[config.mk]
export PLATFORM = sky130hd
export DESIGN_NAME = lru_cache_directory_flat
export DESIGN_NICKNAME = d
export VERILOG_FILES = /design/src/rtl/lcd_pkg.sv /design/src/rtl/lcd_if.sv /design/src/rtl/lcd_ctrl.sv /design/src/rtl/lcd_dpath.sv /design/src/rtl/lru_cache_directory.sv /design/src/flat_wrapper.sv
export VERILOG_INCLUDE_DIRS = /design/src /design/src/rtl
export SDC_FILE = /design/constraint.sdc
export NUM_CORES = 1
export LEC_CHECK = 0
export ABC_AREA = 0
export CAP_MARGIN = 20
export CORE_MARGIN = 1.5
export CORE_UTILIZATION = 30
export CTS_CLUSTER_SIZE = 14
export DETAILED_ROUTE_END_ITERATION = 16
export DONT_BUFFER_PORTS = 1
export SLEW_MARGIN = 10
export SYNTH_ARGS = -nofsm -noshare
export SYNTH_HDL_FRONTEND = slang
export SYNTH_HIERARCHICAL = 1
export SYNTH_SLANG_ARGS = --single-unit
[constraint.sdc]
create_clock -name i_clk -period 7.6 [get_ports i_clk]
set_input_delay 1.52 -clock i_clk [delete_from_list [all_inputs] [get_ports i_clk]]
set_output_delay 1.52 -clock i_clk [all_outputs]
set_load 0.1 [all_outputs]
[src/rtl/lru_cache_directory_assert.svh]
// Assertion macros for the LRU cache directory.
`ifndef LRU_CACHE_DIRECTORY_ASSERT_SVH
`define LRU_CACHE_DIRECTORY_ASSERT_SVH

// same-cycle implication, disabled while reset is low
`define LCD_ASSERT_NOW(lbl, clk, rstn, ante, cons) \
    lbl: assert property (@(posedge clk) disable iff (!(rstn)) (ante) |-> (cons)) \
        else $error("lru_cache_directory: check failed");

// next-cycle implication, disabled while reset is low
`define LCD_ASSERT_NEXT(lbl, clk, rstn, ante, cons) \
    lbl: assert property (@(posedge clk) disable iff (!(rstn)) (ante) |=> (cons)) \
        else $error("lru_cache_directory: check failed");

`endif

[src/rtl/lcd_pkg.sv]
// Package: sizes, command/result types for the LRU cache directory.
`default_nettype none
package lcd_pkg;
    localparam int NUM_WAYS    = 8;
    localparam int WAY_BITS    = $clog2(NUM_WAYS);
    localparam int BLOCK_WORDS = 4;
    localparam int OFF_BITS    = $clog2(BLOCK_WORDS);
    localparam int ADDR_BITS   = 16;
    localparam int TAG_BITS    = ADDR_BITS - OFF_BITS;
    localparam int CNT_BITS    = 32;

    // controller -> datapath
    typedef struct packed {
        logic capture;  // latch request beat
        logic commit;   // look up, update directory, load result register
    } t_ctrl_cmd;

    // one result beat
    typedef struct packed {
        logic                 hit;
        logic [WAY_BITS-1:0]  way;
        logic                 writeback_needed;
        logic [ADDR_BITS-1:0] writeback_address;
        logic [ADDR_BITS-1:0] fill_address;
        logic [OFF_BITS-1:0]  word_offset;
        logic [CNT_BITS-1:0]  hit_total;
        logic [CNT_BITS-1:0]  miss_total;
    } t_rsp;
endpackage
`default_nettype wire

[src/rtl/lcd_if.sv]
// Request and response channel interfaces of the LRU cache directory.
`default_nettype none
interface lcd_req_if;
    logic                         valid;
    logic                         ready;
    logic                         cmd;
    logic [lcd_pkg::ADDR_BITS-1:0] address;

    modport source (output valid, cmd, address, input ready);
    modport sink   (input valid, cmd, address, output ready);
endinterface

interface lcd_rsp_if;
    logic                          valid;
    logic                          ready;
    logic                          hit;
    logic [lcd_pkg::WAY_BITS-1:0]  way;
    logic                          writeback_needed;
    logic [lcd_pkg::ADDR_BITS-1:0] writeback_address;
    logic [lcd_pkg::ADDR_BITS-1:0] fill_address;
    logic [lcd_pkg::OFF_BITS-1:0]  word_offset;
    logic [lcd_pkg::CNT_BITS-1:0]  hit_total;
    logic [lcd_pkg::CNT_BITS-1:0]  miss_total;

    modport source (output valid, hit, way, writeback_needed, writeback_address,
                    fill_address, word_offset, hit_total, miss_total, input ready);
    modport sink   (input valid, hit, way, writeback_needed, writeback_address,
                    fill_address, word_offset, hit_total, miss_total, output ready);
endinterface
`default_nettype wire

[src/rtl/lcd_ctrl.sv]
// Controller: request/response handshake and sequencing of the datapath.
`default_nettype none
module lcd_ctrl (
    input  wire logic               i_clk,
    input  wire logic               i_rst_n,
    input  wire logic               i_in_valid,
    output logic                    o_in_ready,
    output logic                    o_out_valid,
    input  wire logic               i_out_ready,
    output lcd_pkg::t_ctrl_cmd      o_cmd
);
    localparam logic S_IDLE = 1'b0;
    localparam logic S_LOOK = 1'b1;

    logic r_state, n_state;
    logic r_out_valid, n_out_valid;
    logic commit;

    // no beat taken while reset is held
    assign o_in_ready  = (r_state == S_IDLE) && i_rst_n;
    assign o_out_valid = r_out_valid;
    // result slot free, or being emptied this cycle
    assign commit      = (r_state == S_LOOK) && (!r_out_valid || i_out_ready);

    assign o_cmd.capture = i_in_valid && o_in_ready;
    assign o_cmd.commit  = commit;

    always_comb begin
        n_state = r_state;
        case (r_state)
            S_IDLE: begin
                if (i_in_valid) n_state = S_LOOK;
            end
            S_LOOK: begin
                if (commit) n_state = S_IDLE;
            end
            default: n_state = S_IDLE;
        endcase
    end

    always_comb begin
        if (commit) n_out_valid = 1'b1;
        else        n_out_valid = r_out_valid && !i_out_ready;
    end

    always_ff @(posedge i_clk) begin
        if (!i_rst_n) begin
            r_state     <= S_IDLE;
            r_out_valid <= 1'b0;
        end else begin
            r_state     <= n_state;
            r_out_valid <= n_out_valid;
        end
    end
endmodule
`default_nettype wire

[src/rtl/lcd_dpath.sv]
// Datapath: tag store, LRU ranks, victim choice, counters and result register.
`default_nettype none
module lcd_dpath (
    input  wire logic                          i_clk,
    input  wire logic                          i_rst_n,
    input  wire lcd_pkg::t_ctrl_cmd            i_cmd,
    input  wire logic                          i_req_cmd,
    input  wire logic [lcd_pkg::ADDR_BITS-1:0] i_req_address,
    output lcd_pkg::t_rsp                      o_rsp
);
    localparam int NW = lcd_pkg::NUM_WAYS;
    localparam int WB = lcd_pkg::WAY_BITS;
    localparam int TB = lcd_pkg::TAG_BITS;
    localparam int OB = lcd_pkg::OFF_BITS;
    localparam int AB = lcd_pkg::ADDR_BITS;
    localparam int CB = lcd_pkg::CNT_BITS;

    // latched request
    logic          r_is_write;
    logic [AB-1:0] r_addr;

    // directory
    logic          r_valid [NW];
    logic          r_dirty [NW];
    logic [TB-1:0] r_tag   [NW];
    logic [WB-1:0] r_rank  [NW];
    logic [CB-1:0] r_hit_cnt, r_miss_cnt;

    logic [WB-1:0] n_rank  [NW];
    logic [CB-1:0] n_hit_cnt, n_miss_cnt;

    lcd_pkg::t_rsp r_rsp;

    logic [TB-1:0] req_tag;
    logic [OB-1:0] req_off;
    logic          hit_any, inv_any, wb_need;
    logic [WB-1:0] hit_way, inv_way, lru_way, sel_way, old_rank;

    assign req_tag = r_addr[AB-1:OB];
    assign req_off = r_addr[OB-1:0];

    // parallel compares; lowest index wins
    always_comb begin
        hit_any = 1'b0;
        inv_any = 1'b0;
        hit_way = '0;
        inv_way = '0;
        lru_way = '0;
        for (int i = NW - 1; i >= 0; i--) begin
            if (r_valid[i] && (r_tag[i] == req_tag)) begin
                hit_any = 1'b1;
                hit_way = WB'(i);
            end
            if (!r_valid[i]) begin
                inv_any = 1'b1;
                inv_way = WB'(i);
            end
            if (r_rank[i] == WB'(NW - 1)) lru_way = WB'(i);
        end
    end

    assign sel_way  = hit_any ? hit_way : (inv_any ? inv_way : lru_way);
    assign old_rank = r_rank[sel_way];
    assign wb_need  = !hit_any && r_valid[sel_way] && r_dirty[sel_way];

    // move touched way to front
    always_comb begin
        for (int i = 0; i < NW; i++) begin
            if (WB'(i) == sel_way)       n_rank[i] = '0;
            else if (r_rank[i] < old_rank) n_rank[i] = r_rank[i] + WB'(1);
            else                         n_rank[i] = r_rank[i];
        end
    end

    assign n_hit_cnt  = r_hit_cnt + CB'(hit_any);
    assign n_miss_cnt = r_miss_cnt + CB'(!hit_any);

    always_ff @(posedge i_clk) begin
        if (i_cmd.capture) begin
            r_is_write <= i_req_cmd;
            r_addr     <= i_req_address;
        end
    end

    always_ff @(posedge i_clk) begin
        if (i_cmd.commit) begin
            if (!hit_any) r_tag[sel_way] <= req_tag;
            r_rsp.hit               <= hit_any;
            r_rsp.way               <= sel_way;
            r_rsp.writeback_needed  <= wb_need;
            r_rsp.writeback_address <= wb_need ? {r_tag[sel_way], OB'(0)} : '0;
            r_rsp.fill_address      <= hit_any ? '0 : {req_tag, OB'(0)};
            r_rsp.word_offset       <= req_off;
            r_rsp.hit_total         <= n_hit_cnt;
            r_rsp.miss_total        <= n_miss_cnt;
        end
    end

    always_ff @(posedge i_clk) begin
        if (!i_rst_n) begin
            for (int i = 0; i < NW; i++) begin
                r_valid[i] <= 1'b0;
                r_dirty[i] <= 1'b0;
                r_rank[i]  <= WB'(NW - 1 - i);
            end
            r_hit_cnt  <= '0;
            r_miss_cnt <= '0;
        end else if (i_cmd.commit) begin
            r_valid[sel_way] <= 1'b1;
            r_dirty[sel_way] <= r_is_write || (hit_any && r_dirty[sel_way]);
            r_rank           <= n_rank;
            r_hit_cnt        <= n_hit_cnt;
            r_miss_cnt       <= n_miss_cnt;
        end
    end

    assign o_rsp = r_rsp;
endmodule
`default_nettype wire

[src/rtl/lru_cache_directory.sv]
// Top level: tag and exact-LRU replacement directory of a fully associative cache.
//
//  port    dir  beat contents
//  i_req   in   cmd (0 read, 1 write), address
//  o_rsp   out  hit, way, writeback_needed, writeback_address, fill_address,
//               word_offset, hit_total, miss_total
//
// An access first latches the request beat; then the eight tag compares,
// victim choice and rank update run and the result lands in the output
// register. The controller keeps a single outstanding request, so a new
// beat is taken only once the previous lookup has committed.
// The output register holds a result while the next request is latched; the
// lookup stalls only when that register is still full and not being taken.
// Synchronous active-low reset: all ways invalid and clean, ranks 7..0 on
// ways 0..7, counters zero.
`default_nettype none
`include "lru_cache_directory_assert.svh"
module lru_cache_directory (
    input  wire logic  i_clk,
    input  wire logic  i_rst_n,
    lcd_req_if.sink    i_req,
    lcd_rsp_if.source  o_rsp
);
    lcd_pkg::t_ctrl_cmd ctrl_cmd;
    lcd_pkg::t_rsp      rsp_data;

    // sequencing and handshakes
    lcd_ctrl u_ctrl (
        .i_clk       (i_clk),
        .i_rst_n     (i_rst_n),
        .i_in_valid  (i_req.valid),
        .o_in_ready  (i_req.ready),
        .o_out_valid (o_rsp.valid),
        .i_out_ready (o_rsp.ready),
        .o_cmd       (ctrl_cmd)
    );

    // directory state and result register
    lcd_dpath u_dpath (
        .i_clk         (i_clk),
        .i_rst_n       (i_rst_n),
        .i_cmd         (ctrl_cmd),
        .i_req_cmd     (i_req.cmd),
        .i_req_address (i_req.address),
        .o_rsp         (rsp_data)
    );

    assign o_rsp.hit               = rsp_data.hit;
    assign o_rsp.way               = rsp_data.way;
    assign o_rsp.writeback_needed  = rsp_data.writeback_needed;
    assign o_rsp.writeback_address = rsp_data.writeback_address;
    assign o_rsp.fill_address      = rsp_data.fill_address;
    assign o_rsp.word_offset       = rsp_data.word_offset;
    assign o_rsp.hit_total         = rsp_data.hit_total;
    assign o_rsp.miss_total        = rsp_data.miss_total;

    // one request in flight: an accepted beat blocks the next cycle
    `LCD_ASSERT_NEXT(a_one_in_flight, i_clk, i_rst_n, i_req.valid && i_req.ready, !i_req.ready)
    // a hit carries no writeback and no fill
    `LCD_ASSERT_NOW(a_hit_no_refill, i_clk, i_rst_n, o_rsp.valid && o_rsp.hit, !o_rsp.writeback_needed && (o_rsp.fill_address == 16'd0))
    // a fresh result only appears from the lookup cycle
    `LCD_ASSERT_NOW(a_result_from_lookup, i_clk, i_rst_n, $rose(o_rsp.valid), !$past(i_req.ready))
endmodule
`default_nettype wire
[src/flat_wrapper.sv]
// flat-port wrapper written by rule: the top's interface ports become plain ports
module lru_cache_directory_flat 
  (i_clk, i_rst_n, i_req_valid, i_req_cmd, i_req_address, i_req_ready, o_rsp_valid, o_rsp_hit, o_rsp_way, o_rsp_writeback_needed, o_rsp_writeback_address, o_rsp_fill_address, o_rsp_word_offset, o_rsp_hit_total, o_rsp_miss_total, o_rsp_ready);
  lcd_req_if i_req_i ();
  lcd_rsp_if o_rsp_i ();
  input  wire logic i_clk;
  input  wire logic i_rst_n;
  input wire logic [$bits(i_req_i.valid)-1:0] i_req_valid;
  input wire logic [$bits(i_req_i.cmd)-1:0] i_req_cmd;
  input wire logic [$bits(i_req_i.address)-1:0] i_req_address;
  output wire logic [$bits(i_req_i.ready)-1:0] i_req_ready;
  output wire logic [$bits(o_rsp_i.valid)-1:0] o_rsp_valid;
  output wire logic [$bits(o_rsp_i.hit)-1:0] o_rsp_hit;
  output wire logic [$bits(o_rsp_i.way)-1:0] o_rsp_way;
  output wire logic [$bits(o_rsp_i.writeback_needed)-1:0] o_rsp_writeback_needed;
  output wire logic [$bits(o_rsp_i.writeback_address)-1:0] o_rsp_writeback_address;
  output wire logic [$bits(o_rsp_i.fill_address)-1:0] o_rsp_fill_address;
  output wire logic [$bits(o_rsp_i.word_offset)-1:0] o_rsp_word_offset;
  output wire logic [$bits(o_rsp_i.hit_total)-1:0] o_rsp_hit_total;
  output wire logic [$bits(o_rsp_i.miss_total)-1:0] o_rsp_miss_total;
  input wire logic [$bits(o_rsp_i.ready)-1:0] o_rsp_ready;
  assign i_req_i.valid = i_req_valid;
  assign i_req_i.cmd = i_req_cmd;
  assign i_req_i.address = i_req_address;
  assign i_req_ready = i_req_i.ready;
  assign o_rsp_valid = o_rsp_i.valid;
  assign o_rsp_hit = o_rsp_i.hit;
  assign o_rsp_way = o_rsp_i.way;
  assign o_rsp_writeback_needed = o_rsp_i.writeback_needed;
  assign o_rsp_writeback_address = o_rsp_i.writeback_address;
  assign o_rsp_fill_address = o_rsp_i.fill_address;
  assign o_rsp_word_offset = o_rsp_i.word_offset;
  assign o_rsp_hit_total = o_rsp_i.hit_total;
  assign o_rsp_miss_total = o_rsp_i.miss_total;
  assign o_rsp_i.ready = o_rsp_ready;
  lru_cache_directory u_core (.i_clk(i_clk), .i_rst_n(i_rst_n), .i_req(i_req_i), .o_rsp(o_rsp_i));
endmodule
==> metrics.md <==
| Metric | Value |
|---|---|
| Status | completed |
| Largest fanout on the critical path | 17 |
| XOR/XNOR Fraction of Synth Area | 0.127 |
| Placed cells | 2,038 |
| Via density | 5.04 |
| Share of layout cells above drive strength 1 | 0.0879 |
| Number of global-route vias before repair | 10,500 |
| FF+latch count, synth | 334 |
| DR vias | 10,600 |
| Cell Count, Final, Fillers Out | 2,110 |
| Total power | 0.00425 W |
| Post-synth ARST share | 0 |
| DR pass1 iterations | 6 |
| Setup Buffers After CTS | 0 |
| Rel. slew slack | 0.301 |
| CP endpoint kind | flop |
| EDFF count, synth | 228 |
| HPWL Detailed | 28.2 mm |
| Syn_area_per_cell | 11.4 um2 |
| Die height | 235 um |
| Critical path required time | 8.02 ns |
| IO Pins | 126 |
| Critical path launch point type | flop |
| Yosys cell types | 69 |
| Max-Cap Viols | 0 |
| Worst-margin pin slew | 1.05 ns |
| Die X-Extent | 235 um |
| CTS tree | yes |
| Post-synthesis cell count | 1,414 |
| Mapped cell area | 16,200 um2 |
| First-pass GRT wire length | 62.2 mm |
| Final Cycle Share | 0.748 |
| Sequential fraction of the synthesis area | 0.555 |
| Pre-CTS WS | 1.92 ns |
| Synth Area in Compound Gates | 0.0602 |
| Starting density of the core | 0.306 |
| Multi-input gate area in the final layout | 6800 um2 |
| Post-CTS Resized | 0 |
| Core area | 52,900 um2 |
| CTS root buffer | clkbuf_16 |
| Fmax achieved | 176 MHz |
| WP data arrival | 6.10 ns |
| DRC | 0 |
| Hold buffer count at cts | 0 |
| Final setup margin | 1.92 ns |
| Register area | 8970 um2 |
| Post-detailed-route wirelength per cell | 19.2 um |
| Antenna diode count | 0 |
| Final setup fails | 0 |
| Initial DRC Count | 837 |
| CTS clk-pin slew, worst paths | 0.06 ns |
| GR Overflow Total | 0 |
| Antenna violations before repair | 1 |
| P&R area growth vs syn | 11.7% |
| FILL cells | 5,218 |
| Synthesis Warnings | 6 |
| Hold Crit Class | flop to flop |
| Routability cong. | 0.877 |
| Post-route minimum period | 5.68 ns |
| Clk_lat worst skew | 0.56 ns |
| Pwr Density | 236 nW/um2 |
| Cell row count | 84 |
| Port bufs | 0 |
| Clk sinks | 334 |
| Final wirelength | 40.6 mm |
| Total GRT Usage | 0.144 |
| CP Class | flop to flop |
| Mux cell area share after synthesis | 0.0552 |
| Area share of and/or/nand/nor cells after synthesis | 0.151 |
| Number of H-tree levels | 2 |
| Largest family of logic cells by synthesized area | simple AND/OR/NAND/NOR gates |
| Adder-cell share of the synthesized area | 0.0231 |
| Clock skew | 0.0279 ns |
| Bufs on Longest Clock Path | 3 |
| Max-slew violations | 0 |
| Num CTS Buffers | 39 |
| Leak Pwr | 6.35 nW |
| Antenna viol nets, final | 0 |
| Total negative slack | 0 ns |
| Most used DFF post-synth | edfxtp_1 |
| Peak VDD IR | 159 uV |
| Fin. Hold Viols | 0 |
| Hold Slack | 0.426 ns |
| Setup repair after global routing missed its margin | no |
| Die area | 55,200 um2 |
| Pin count of the biggest net entering global routing | 79 |
| Fin nets | 1,440 |
layout make-up:
type	instances	area share
sequential	334	0.497
tap	688	0.0477
clock inverter	24	0.0117
clock buffer	48	0.0572
timing repair buffer	12	0.00500
multi-input combinational	986	0.377
inverter	18	0.00375
power by group:
| group | switching [W] | leakage, nW | total (W) | internal (W) |
|---|---|---|---|---|
| Combinational | 0.000179 | 2.72 | 0.000288 | 0.000108 |
| Sequential | 0.000159 | 3.04 | 0.00214 | 0.00198 |
| Clock | 0.000752 | 0.601 | 0.00182 | 0.00107 |
| Total | 0.00109 | 6.35 | 0.00425 | 0.00316 |
cell usage after synthesis, types with 5 or more instances:
| library cell | number | share of area |
|---|---|---|
| clkbuf_1 | 40 | 0.0093 |
| dfxtp_1 | 106 | 0.13 |
| mux2_2 | 25 | 0.017 |
| buf_2 | 13 | 0.0040 |
| nor4_1 | 19 | 0.0074 |
| and3_1 | 51 | 0.020 |
| nor2_1 | 122 | 0.028 |
| edfxtp_1 | 228 | 0.42 |
| buf_6 | 6 | 0.0042 |
| ha_1 | 28 | 0.022 |
| nand3_1 | 67 | 0.021 |
| a21oi_1 | 32 | 0.0099 |
| and2_1 | 9 | 0.0035 |
| inv_1 | 17 | 0.0040 |
| or3_1 | 7 | 0.0027 |
| nand2_1 | 135 | 0.031 |
| a21o_1 | 5 | 0.0023 |
| xnor2_2 | 5 | 0.0050 |
| xnor2_1 | 132 | 0.072 |
| nor3_1 | 6 | 0.0019 |
| a211oi_1 | 9 | 0.0042 |
| o21ai_0 | 15 | 0.0046 |
| mux2i_1 | 61 | 0.038 |
| buf_1 | 11 | 0.0026 |
| buf_4 | 9 | 0.0042 |
| xor2_1 | 92 | 0.050 |
| nand4_1 | 59 | 0.023 |
| o21a_1 | 5 | 0.0023 |
| o211ai_1 | 28 | 0.013 |
sequential cells by signal, indices dropped and copies added (netlist names):
name	cells
u_core/u_ctrl/r_state	1
u_core/u_dpath/r_tag	112
u_core/u_dpath/r_miss_cnt	32
u_core/u_dpath/r_dirty	8
u_core/u_dpath/r_rank	24
u_core/u_ctrl/o_out_valid	1
u_core/u_dpath/r_is_write	1
u_core/u_dpath/r_addr	16
u_core/u_dpath/r_valid	8
u_core/u_dpath/r_hit_cnt	32
u_core/u_dpath/o_rsp	99
worst max-delay path: stages (launching register included):
cell and delay [ns]:
edfxtp_1 0.73, xnor2_1 0.48, nand4_1 0.15, nor4_1 0.61, nor4_2 0.11, and2_1 0.26, inv_1 0.18, ha_1 0.20
ha_1 0.20, and3_1 0.22, and3_1 0.26, and4_1 0.28, and3_1 0.24, and3_1 0.23, and3_1 0.23, and3_1 0.22
and3_1 0.23, and3_1 0.31, nand4_1 0.14, xor2_1 0.22, nor2_1 0.05
cells in the final DEF, fill, tap and decap left out, types with 6 or more instances in the layout:
cell and n:
o21ai_0 15, a21oi_1 32, mux2i_1 61, nor4_1 16
clkinv_2 7, and3_1 51, nand2_1 134, nor2_2 6
ha_1 28, dfxtp_1 106, buf_4 12, inv_1 16
o211ai_1 28, edfxtp_1 228, xor2_1 92, xnor2_1 132
nand3_1 67, clkbuf_16 40, and2_1 9, a211oi_1 9
clkbuf_1 8, nor2_1 116, or3_1 7, nand4_1 59
mux2_2 25, clkinv_1 8
stage by stage:
stage / cell area [um2] / utilization
floorplan: 16200 / -
global placement: 16800 / 0.318
detailed placement: 16800 / 0.318
CTS: 18000 / 0.341
global route: 18000 / 0.341
finish: 18000 / 0.341
worst paths after layout:
| path | from | end | slack, ns | cells after the start |
|---|---|---|---|---|
| setup / recovery | u_core/u_dpath/r_addr[4] | u_core/u_dpath/r_hit_cnt[30] | 1.92 | 20 |
| hold / removal | u_core/u_dpath/r_addr[1] | u_core/u_dpath/o_rsp[65] | 0.43 | 0 |
| setup reg to reg | u_core/u_dpath/r_addr[4] | u_core/u_dpath/r_hit_cnt[30] | 1.92 | 20 |
| hold reg to reg | u_core/u_dpath/r_addr[1] | u_core/u_dpath/o_rsp[65] | 0.43 | 0 |
per-layer routing:
metal | global-route usage | wire length (um) | vias up
li1 | - | - | 5052
met1 | 0.193 | 18400 | 5146
met2 | 0.224 | 18200 | 364
met3 | 0.0352 | 2740 | 78
met4 | 0.0561 | 1290 | 2
met5 | 0 | 12 | -
cell families (layout without fill, tap and decap cells):
group / count (synthesis) / count (layout)
AO/OA/AOI/OAI: 137 / 137
XOR/XNOR: 229 / 229
adder cells (fa/ha/maj): 30 / 30
buffers and inverters: 97 / 102
flip-flops: 334 / 334
multiplexers: 86 / 86
other: 1 / 4
AND/OR/NAND/NOR: 500 / 500
(Power assumes the default switching activity.)
